[config.mk]
export PLATFORM = sky130hd
export DESIGN_NAME = sha256_block_hasher_core
export DESIGN_NICKNAME = d
export VERILOG_FILES = /design/src/rtl/shbh_pkg.sv /design/src/rtl/sha256_block_hasher_core.sv /design/src/rtl/shbh_sched.sv /design/src/rtl/shbh_compress.sv
export SDC_FILE = /design/constraint.sdc
export NUM_CORES = 2
export LEC_CHECK = 0
export CAP_MARGIN = 40
export CORE_ASPECT_RATIO = 1.2
export CORE_MARGIN = 3
export CORE_UTILIZATION = 43
export CTS_BUF_LIST = sky130_fd_sc_hd__clkbuf_4
export DETAILED_ROUTE_END_ITERATION = 10
export DONT_BUFFER_PORTS = 1
export PLACE_DENSITY = 0.61
export SYNTH_ARGS = -nofsm -noshare
export SYNTH_HDL_FRONTEND = slang
export SYNTH_SLANG_ARGS = --single-unit
[constraint.sdc]
create_clock -name clk -period 14 [get_ports clk]
set_clock_uncertainty 0.2 [all_clocks]
set_input_delay 1.4 -clock clk [delete_from_list [all_inputs] [get_ports clk]]
set_output_delay 1.4 -clock clk [all_outputs]
set_load 0.1 [all_outputs]
[src/rtl/shbh_pkg.sv]
// ----------------------------------------------------------------------------
// SHA-256 block hasher package
// Types, constants and round functions shared by the hasher modules.
// ----------------------------------------------------------------------------
`default_nettype none

package shbh_pkg;

	localparam int unsigned WordW = 32;
	localparam logic [2:0] LastIdx = 3'd7;
	localparam logic [3:0] LastWord = 4'd15;
	localparam logic [5:0] LastRound = 6'd63;

	typedef logic [WordW-1:0] word_t;

	typedef struct packed {
		logic word_load;
		logic chain_init;
		logic vars_load;
		logic round_en;
		logic chain_add;
	} shbh_ctl_t;

	typedef enum logic [3:0] {
		ST_LOAD  = 4'b0001,
		ST_ROUND = 4'b0010,
		ST_FINAL = 4'b0100,
		ST_EMIT  = 4'b1000
	} state_t;

	function automatic word_t rotr(input word_t x, input int unsigned n);
		return (x >> n) | (x << (WordW - n));
	endfunction

	function automatic word_t big_sigma0(input word_t x);
		return rotr(x, 2) ^ rotr(x, 13) ^ rotr(x, 22);
	endfunction

	function automatic word_t big_sigma1(input word_t x);
		return rotr(x, 6) ^ rotr(x, 11) ^ rotr(x, 25);
	endfunction

	function automatic word_t small_sigma0(input word_t x);
		return rotr(x, 7) ^ rotr(x, 18) ^ (x >> 3);
	endfunction

	function automatic word_t small_sigma1(input word_t x);
		return rotr(x, 17) ^ rotr(x, 19) ^ (x >> 10);
	endfunction

	function automatic word_t init_hash(input logic [2:0] i);
		word_t v;
		case (i)
			3'd0: v = 32'h6a09e667;
			3'd1: v = 32'hbb67ae85;
			3'd2: v = 32'h3c6ef372;
			3'd3: v = 32'ha54ff53a;
			3'd4: v = 32'h510e527f;
			3'd5: v = 32'h9b05688c;
			3'd6: v = 32'h1f83d9ab;
			default: v = 32'h5be0cd19;
		endcase
		return v;
	endfunction

	function automatic word_t round_k(input logic [5:0] t);
		word_t k;
		case (t)
			6'd0:  k = 32'h428a2f98; 6'd1:  k = 32'h71374491;
			6'd2:  k = 32'hb5c0fbcf; 6'd3:  k = 32'he9b5dba5;
			6'd4:  k = 32'h3956c25b; 6'd5:  k = 32'h59f111f1;
			6'd6:  k = 32'h923f82a4; 6'd7:  k = 32'hab1c5ed5;
			6'd8:  k = 32'hd807aa98; 6'd9:  k = 32'h12835b01;
			6'd10: k = 32'h243185be; 6'd11: k = 32'h550c7dc3;
			6'd12: k = 32'h72be5d74; 6'd13: k = 32'h80deb1fe;
			6'd14: k = 32'h9bdc06a7; 6'd15: k = 32'hc19bf174;
			6'd16: k = 32'he49b69c1; 6'd17: k = 32'hefbe4786;
			6'd18: k = 32'h0fc19dc6; 6'd19: k = 32'h240ca1cc;
			6'd20: k = 32'h2de92c6f; 6'd21: k = 32'h4a7484aa;
			6'd22: k = 32'h5cb0a9dc; 6'd23: k = 32'h76f988da;
			6'd24: k = 32'h983e5152; 6'd25: k = 32'ha831c66d;
			6'd26: k = 32'hb00327c8; 6'd27: k = 32'hbf597fc7;
			6'd28: k = 32'hc6e00bf3; 6'd29: k = 32'hd5a79147;
			6'd30: k = 32'h06ca6351; 6'd31: k = 32'h14292967;
			6'd32: k = 32'h27b70a85; 6'd33: k = 32'h2e1b2138;
			6'd34: k = 32'h4d2c6dfc; 6'd35: k = 32'h53380d13;
			6'd36: k = 32'h650a7354; 6'd37: k = 32'h766a0abb;
			6'd38: k = 32'h81c2c92e; 6'd39: k = 32'h92722c85;
			6'd40: k = 32'ha2bfe8a1; 6'd41: k = 32'ha81a664b;
			6'd42: k = 32'hc24b8b70; 6'd43: k = 32'hc76c51a3;
			6'd44: k = 32'hd192e819; 6'd45: k = 32'hd6990624;
			6'd46: k = 32'hf40e3585; 6'd47: k = 32'h106aa070;
			6'd48: k = 32'h19a4c116; 6'd49: k = 32'h1e376c08;
			6'd50: k = 32'h2748774c; 6'd51: k = 32'h34b0bcb5;
			6'd52: k = 32'h391c0cb3; 6'd53: k = 32'h4ed8aa4a;
			6'd54: k = 32'h5b9cca4f; 6'd55: k = 32'h682e6ff3;
			6'd56: k = 32'h748f82ee; 6'd57: k = 32'h78a5636f;
			6'd58: k = 32'h84c87814; 6'd59: k = 32'h8cc70208;
			6'd60: k = 32'h90befffa; 6'd61: k = 32'ha4506ceb;
			6'd62: k = 32'hbef9a3f7; default: k = 32'hc67178f2;
		endcase
		return k;
	endfunction

endpackage

`default_nettype wire

[src/rtl/sha256_block_hasher_core.sv]
// ----------------------------------------------------------------------------
// SHA-256 block hasher core
// Takes padded message beats sixteen to a block and emits the digest
// after a block flagged final.
// ----------------------------------------------------------------------------
// The core accepts the sixteen words of a block on consecutive cycles, then
// stalls its input while a single round unit runs the 64 rounds, one per
// cycle, and a final state adds the working variables into the chaining
// value. After a block flagged final the eight digest beats follow, one per
// cycle unless the output stalls, before the next block can start.
`default_nettype none

module sha256_block_hasher_core (
	input  wire         clk,
	input  wire         arst_n,
	input  wire         in_valid,
	output logic        in_stall,
	input  wire  [31:0] message_word,
	input  wire         first_block,
	input  wire         final_block,
	output logic        out_valid,
	input  wire         out_stall,
	output logic [31:0] digest_word,
	output logic [2:0]  digest_index,
	output logic        digest_last
);
	import shbh_pkg::*;

	state_t     state_q;
	logic [3:0] word_q;
	logic [5:0] round_q;
	logic [2:0] idx_q;
	logic       final_q;
	logic       in_accept;
	logic       out_accept;
	shbh_ctl_t  ctl;
	word_t      sched_w;

	assign in_stall   = (state_q != ST_LOAD);
	assign in_accept  = in_valid && !in_stall;
	assign out_valid  = (state_q == ST_EMIT);
	assign out_accept = out_valid && !out_stall;

	assign ctl.word_load  = in_accept;
	assign ctl.chain_init = in_accept && (word_q == '0) && first_block;
	assign ctl.vars_load  = in_accept && (word_q == LastWord);
	assign ctl.round_en   = (state_q == ST_ROUND);
	assign ctl.chain_add  = (state_q == ST_FINAL);

	assign digest_index = idx_q;
	assign digest_last  = (idx_q == LastIdx);

	shbh_sched u_sched (
		.clk          (clk),
		.ctl          (ctl),
		.message_word (message_word),
		.sched_w      (sched_w)
	);

	shbh_compress u_compress (
		.clk       (clk),
		.arst_n    (arst_n),
		.ctl       (ctl),
		.sched_w   (sched_w),
		.round_idx (round_q),
		.rd_idx    (idx_q),
		.rd_word   (digest_word)
	);

	always_ff @(posedge clk or negedge arst_n) begin
		if (!arst_n) begin
			state_q <= ST_LOAD;
			word_q  <= '0;
			round_q <= '0;
			idx_q   <= '0;
			final_q <= 1'b0;
		end else begin
			case (state_q)
				ST_LOAD: begin
					if (in_accept) begin
						word_q <= word_q + 4'd1;
						if (word_q == LastWord) begin
							final_q <= final_block;
							state_q <= ST_ROUND;
						end
					end
				end
				ST_ROUND: begin
					round_q <= round_q + 6'd1;
					if (round_q == LastRound) begin
						state_q <= ST_FINAL;
					end
				end
				ST_FINAL: begin
					idx_q   <= '0;
					state_q <= final_q ? ST_EMIT : ST_LOAD;
				end
				ST_EMIT: begin
					if (out_accept) begin
						idx_q <= idx_q + 3'd1;
						if (idx_q == LastIdx) begin
							state_q <= ST_LOAD;
						end
					end
				end
				default: begin
					state_q <= ST_LOAD;
				end
			endcase
		end
	end

endmodule

`default_nettype wire

[src/rtl/shbh_sched.sv]
// ----------------------------------------------------------------------------
// SHA-256 message schedule
// Sixteen-word sliding window: loads message beats, then expands one word
// per round and presents the current schedule word.
// ----------------------------------------------------------------------------
`default_nettype none

module shbh_sched (
	input  wire                 clk,
	input  shbh_pkg::shbh_ctl_t ctl,
	input  shbh_pkg::word_t     message_word,
	output shbh_pkg::word_t     sched_w
);
	import shbh_pkg::*;

	word_t win_q [16];
	word_t next_w;

	assign next_w = small_sigma1(win_q[14]) + win_q[9] + small_sigma0(win_q[1]) + win_q[0];
	assign sched_w = win_q[0];

	always_ff @(posedge clk) begin
		if (ctl.word_load || ctl.round_en) begin
			for (int i = 0; i < 15; i++) begin
				win_q[i] <= win_q[i+1];
			end
			win_q[15] <= ctl.word_load ? message_word : next_w;
		end
	end

endmodule

`default_nettype wire

[src/rtl/shbh_compress.sv]
// ----------------------------------------------------------------------------
// SHA-256 compression datapath
// Working variables with one shared round unit, and the chaining value with
// its feed-forward add and digest read port.
// ----------------------------------------------------------------------------
`default_nettype none

module shbh_compress (
	input  wire                 clk,
	input  wire                 arst_n,
	input  shbh_pkg::shbh_ctl_t ctl,
	input  shbh_pkg::word_t     sched_w,
	input  wire  [5:0]          round_idx,
	input  wire  [2:0]          rd_idx,
	output shbh_pkg::word_t     rd_word
);
	import shbh_pkg::*;

	word_t chain_q [8];
	word_t var_q [8];
	word_t t1;
	word_t t2;
	word_t ch;
	word_t maj;

	assign ch  = (var_q[4] & var_q[5]) ^ (~var_q[4] & var_q[6]);
	assign maj = (var_q[0] & var_q[1]) ^ (var_q[0] & var_q[2]) ^ (var_q[1] & var_q[2]);
	assign t1  = var_q[7] + big_sigma1(var_q[4]) + ch + round_k(round_idx) + sched_w;
	assign t2  = big_sigma0(var_q[0]) + maj;
	assign rd_word = chain_q[rd_idx];

	always_ff @(posedge clk or negedge arst_n) begin
		if (!arst_n) begin
			for (int i = 0; i < 8; i++) begin
				chain_q[i] <= init_hash(3'(i));
			end
		end else if (ctl.chain_init) begin
			for (int i = 0; i < 8; i++) begin
				chain_q[i] <= init_hash(3'(i));
			end
		end else if (ctl.chain_add) begin
			for (int i = 0; i < 8; i++) begin
				chain_q[i] <= chain_q[i] + var_q[i];
			end
		end
	end

	always_ff @(posedge clk) begin
		if (ctl.vars_load) begin
			for (int i = 0; i < 8; i++) begin
				var_q[i] <= chain_q[i];
			end
		end else if (ctl.round_en) begin
			var_q[7] <= var_q[6];
			var_q[6] <= var_q[5];
			var_q[5] <= var_q[4];
			var_q[4] <= var_q[3] + t1;
			var_q[3] <= var_q[2];
			var_q[2] <= var_q[1];
			var_q[1] <= var_q[0];
			var_q[0] <= t1 + t2;
		end
	end

endmodule

`default_nettype wire

---- Word level (Yosys, flattened, before mapping) ----
Memory sizes are Yosys's and may differ from the RTL's.
Cells that the tools add are included.
W data, S select, Z words.
storage, ports and cells
  output and inout bits ................... 38
  bits of input ports ..................... 38
  bits in read-only memories .............. 2048
  memories ................................ 3
  bits in registers ....................... 274
  word-level logic and storage cells ...... 132
  memory bits (writable) .................. 768
memories
  name              depth  width  read ports  clocked after memory_dff  write ports  line                 source
  (no name shown)   64     32     1           0                         0            shbh_pkg.sv:68       case (t)
  u_sched.win_q     16     32     16          0                         16           shbh_sched.sv:16     word_t win_q [16];
  u_compress.var_q  8      32     8           0                         8            shbh_compress.sv:20  word_t var_q [8];
operators by class
  bitwise operators ....................... 36
  $add $sub $neg .......................... 21
  mux-type cells .......................... 30
  equality and inequality tests ........... 13
  reductions and logical operators ........ 15
  $lt $le $gt $ge ......................... 1
operator list
  kind                  count
  $add A32 B32 Y32      18
  $mux W256             2
  $mux W32              11
  $xor A32 B32 Y32      9
  $and A32 B32 Y32      5
  $bmux W32 S3          1
  $not A32 Y32          1
  $or A10 B32 Y32       1
  $or A13 B32 Y32       1
  $or A14 B32 Y32       1
  $or A15 B32 Y32       1
  $or A19 B32 Y32       1
  $or A21 B32 Y32       1
  $or A25 B32 Y32       1
  $or A26 B32 Y32       1
  $or A30 B32 Y32       1
  $or A7 B32 Y32        1
  $xor A32 B22 Y32      1
  $xor A32 B29 Y32      1
  $mux W4               6
  $pmux W4 S4           1
  $eq A4 B4 Y1 const B  2
  $or A1 B1 Y1          8
  $mux W1               7
  other kinds (23)      33

---- Longest topological paths before layout ----
  depth in word-level cells ............... 9
  mapped depth ............................ 39
  mapped depth without buffers ............ 37

---- Cells and area by module ----
Synthesis repeated with hierarchy kept, for this count alone.
second synthesis, totals
  cells, all modules ...................... 6627
  area, all modules ....................... 68222.9 µm²
by module, submodules not included
  module                    sequential area each (µm²)  area an instance (µm²)  cells each  instances
  shbh_compress             14263.7                     46883.7                 5392        1
  shbh_sched                15374.7                     20415.8                 1159        1
  sha256_block_hasher_core  451.7                       923.4                   76          1

---- Least setup slack after synthesis ----
OpenSTA, ideal clock, no wires.
  path kind ............................... input to register
  from .................................... input port in_valid
  to ...................................... memory u_sched.win_q[0][0] (netlist name) (enable)
  stages .................................. 4
  buffers on the path ..................... 2
  path slack .............................. -156 ps
  data required time ...................... 10168 ps
  library setup time ...................... 3632 ps
  data arrival time ....................... 10323 ps
  cells stage by stage .................... nand2_1 clkbuf_1 clkbuf_1 nand2_1
RTL lines
  item                line                            source
  start: declaration  sha256_block_hasher_core.sv:16  input wire in_valid,
  end: declaration    shbh_sched.sv:16

==> run summary <==
Launching element type of the critical path: flip-flop
Max_slew headroom: 0.232
Unrepaired setup endpoints after global routing: false
DP Cell Count: 7,972
Total negative slack: 0 ps
Starting density of the core: 0.435
Number of standard cells in the final layout excluding fillers: 8,509
Number of cells on the worst reg-to-reg path: 36
GR Util All Layers: 0.266
Clock root buffer: sky130_fd_sc_hd__clkbuf_4
Portion of synthesized cell area occupied by the leading cell type: 0.351
Total Die Area: 157,000 um^2
Clk buf depth: 4
I/O pin total: 76
Final Cycle Share: 0.750
Netlist area before placement: 65,700 um^2
Crit path max-delay family: adder cells
Count of final hold-check violations: 0
Via density per instance: 5.77
Most common cell type on the critical path: sky130_fd_sc_hd__a21oi_1
Drt wl/cell: 24.7 um
Yosys cell types: 85
Post-Syn Nets: 6,818
Measured slew at the worst slew-check pin: 1150 ps
Top cells by area in the synthesized netlist: sky130_fd_sc_hd__edfxtp_1 35%, sky130_fd_sc_hd__ha_1 7.6%, sky130_fd_sc_hd__fa_1 5.9%
CTS tree: built
Count of TritonRoute iterations in the first routing pass: 8
Final-report setup violation count: 0
Fraction of layout instances using a drive strength above 1: 0.131
Flip-flop and latch count after synthesis: 1,042
Sequential cell area fraction in the yosys report: 0.458
Max Cap Violations: 0
Total of warnings raised by yosys: 0
Cts bufs inserted: 303
Num rows: 156
Residual DRC count: 0
Antenna-violating nets left: 0
Delay of the slowest cell on the worst path: 760 ps
Power density over the cells: 84.9 nW/um^2
Final worst path period need: 10,500 ps
Clock Latency Late Sink: 1240 ps
Mapped Cells: 6,188
Category of the most critical setup path: reg2reg
Arrival time reported for the critical path endpoint: 11,330 ps
Max Clock Freq: 95.2 MHz
Crit-path slowest cell: sky130_fd_sc_hd__dfrtp_1
Chip Width: 363 um
Net total in the final layout: 6,950
Highest net fanout along the worst path: 19
Number of filler cells placed in the layout: 14,000
Number of cells on the worst hold path: 0
Cell type with the highest aggregate area in the netlist: sky130_fd_sc_hd__edfxtp_1
Pin count of the biggest net entering global routing: 275
Remaining Overflow, GRT: 0
Global-route wire length before repair: 312,000 um
Sum of net half-perimeters after detailed placement: 154,000 um
Req. time, crit path: 14,830 ps
Number of buffers and inverters on the critical path: 3
Utilization after layout: 0.476
Die Height: 434 um
IO Port Bufs: 0
Number of logic stages on the critical path including buffering: 36
Area of the core region: 151,000 um^2
1st-iter DRT viols: 4,155
DR vias: 49,100
Async set or reset register ratio after synthesis: 0.263
Result of the run: finished, final reports clean
Average cell area after synthesis: 10.6 um^2
Type of the most critical hold path: reg2reg
Detailed-route wire length: 210,000 um
Routability cong.: 0.967
Count of flip-flops with a built-in enable after synthesis: 768
Deepest level of the CTS H-tree: 5
Final count of pins violating max slew: 0
Layout overhead on the synthesized area: 9.43%
Static power due to leakage: 29.7 nW
Clk pin slew, worst setup/hold paths: 70 ps
Maximum ir drop on the vdd rail: 0.0798 mV
Count of clock tree sinks: 1,042
Number of antenna violations at the first check in global routing: 4
Postcts setup bufs: 0
Post-synth top flop: sky130_fd_sc_hd__edfxtp_1
Vias in the first global route: 49,700
Category of the worst setup path capture point: flip-flop
[report_power, final]
part | switching, mW | leakage, nW | internal (mW)
Clock | 1.36 | 2.16 | 1.43
Combinational | 0.0199 | 16.6 | 0.00532
Sequential | 0 | 10.9 | 3.28
[cell type report]
type                       count  area [um^2]  share of cell area
timing repair buffer         102         1040              0.0145
multi-input combinational   4625        33700               0.469
clock inverter                86          367             0.00510
antenna                        3         7.51            0.000104
sequential                  1042        30100               0.419
tap                         1975         2470              0.0344
clock buffer                 430         3230              0.0449
inverter                     246          923              0.0129
[cell usage in the layout, fill, tap and decap left out, types with 61 or more instances in the layout]
master	instances
sky130_fd_sc_hd__nand2_1	943
sky130_fd_sc_hd__edfxtp_1	768
sky130_fd_sc_hd__clkbuf_4	430
sky130_fd_sc_hd__o21ai_0	421
sky130_fd_sc_hd__a21oi_1	420
sky130_fd_sc_hd__ha_1	397
sky130_fd_sc_hd__xnor2_1	391
sky130_fd_sc_hd__nor2_1	295
sky130_fd_sc_hd__inv_1	243
sky130_fd_sc_hd__fa_1	195
sky130_fd_sc_hd__xor2_1	192
sky130_fd_sc_hd__a21o_1	179
sky130_fd_sc_hd__dfstp_2	137
sky130_fd_sc_hd__dfrtp_1	132
sky130_fd_sc_hd__nand3_1	121
sky130_fd_sc_hd__nor3_1	104
sky130_fd_sc_hd__o21ai_1	91
sky130_fd_sc_hd__clkinv_1	71
sky130_fd_sc_hd__mux4_2	71
sky130_fd_sc_hd__nand2b_1	70
sky130_fd_sc_hd__buf_4	66
sky130_fd_sc_hd__mux2_2	61
[sequential cells by signal, summed over array words and instances, names as in the netlist]
register	count
u_compress.var_q	256
state_q	4
word_q	4
round_q	6
digest_index	3
u_compress.chain_q	256
u_sched.win_q	512
final_q	1
[logic make-up (layout without fill, tap and decap cells)]
kind of cell | count (synthesis) | after routing | synth area share
simple gates | 1723 | 1723 | 0.114
compound gates | 1556 | 1556 | 0.145
flops | 1042 | 1042 | 0.458
fa+ha+maj | 616 | 616 | 0.139
xor+xnor | 583 | 583 | 0.0778
buf+inv | 521 | 864 | 0.0298
mux | 147 | 147 | 0.0371
other cells | 0 | 3 | 0
[worst paths after layout]
| check | slack [ps] | to | from |
|---|---|---|---|
| max | 3500 | u_compress.var_q[0][28] | round_q[0] |
| min | 170 | u_sched.win_q[0][43] | u_sched.win_q[0][75] |
| max reg2reg | 3500 | u_compress.var_q[0][28] | round_q[0] |
| min reg2reg | 170 | u_sched.win_q[0][43] | u_sched.win_q[0][75] |
| max in group asynchronous | 11900 | u_compress.chain_q[61] | arst_n |
| min in group asynchronous | 470 | u_compress.chain_q[198] | arst_n |
[per-layer routing]
| metal | vias to the layer above | wire length [um] | global-route usage |
|---|---|---|---|
| li1 | 22600 | - | - |
| met1 | 24300 | 81600 | 0.313 |
| met4 | 0 | 12800 | 0.154 |
| met3 | 478 | 11600 | 0.0436 |
| met2 | 1706 | 104000 | 0.458 |
| met5 | - | 0 | 0 |
[per-stage QoR]
step                power [mW]  hold WS [ps]  setup slack (ps)  instance area, um^2
floorplan                 3.35           200              5080                65700
global placement          3.35           200              3730                67800
detailed placement        3.35           205              3600                68000
CTS                       6.21          2.04              3630                71800
global route              6.37          66.6              2870                71800
finish                    6.10           172              3500                71800
[cell usage after synthesis (all sizes together) (104+ instances only)]
cell and instances:
dfstp 137, xnor2 391, nand3 121, edfxtp 768
o21ai 513, fa 195, inv 244, nor2 297
nor3 104, a21o 179, clkbuf 237, ha 397
nand2 947, dfrtp 137, xor2 192, a21oi 421
[repair_timing]
action / CTS / global route
hold endpoints to repair: 288 / 33
gates resized for setup: 0 / 0
hold buffers: 15 / 1
No activity file was read; power rests on OpenSTA's default activity.
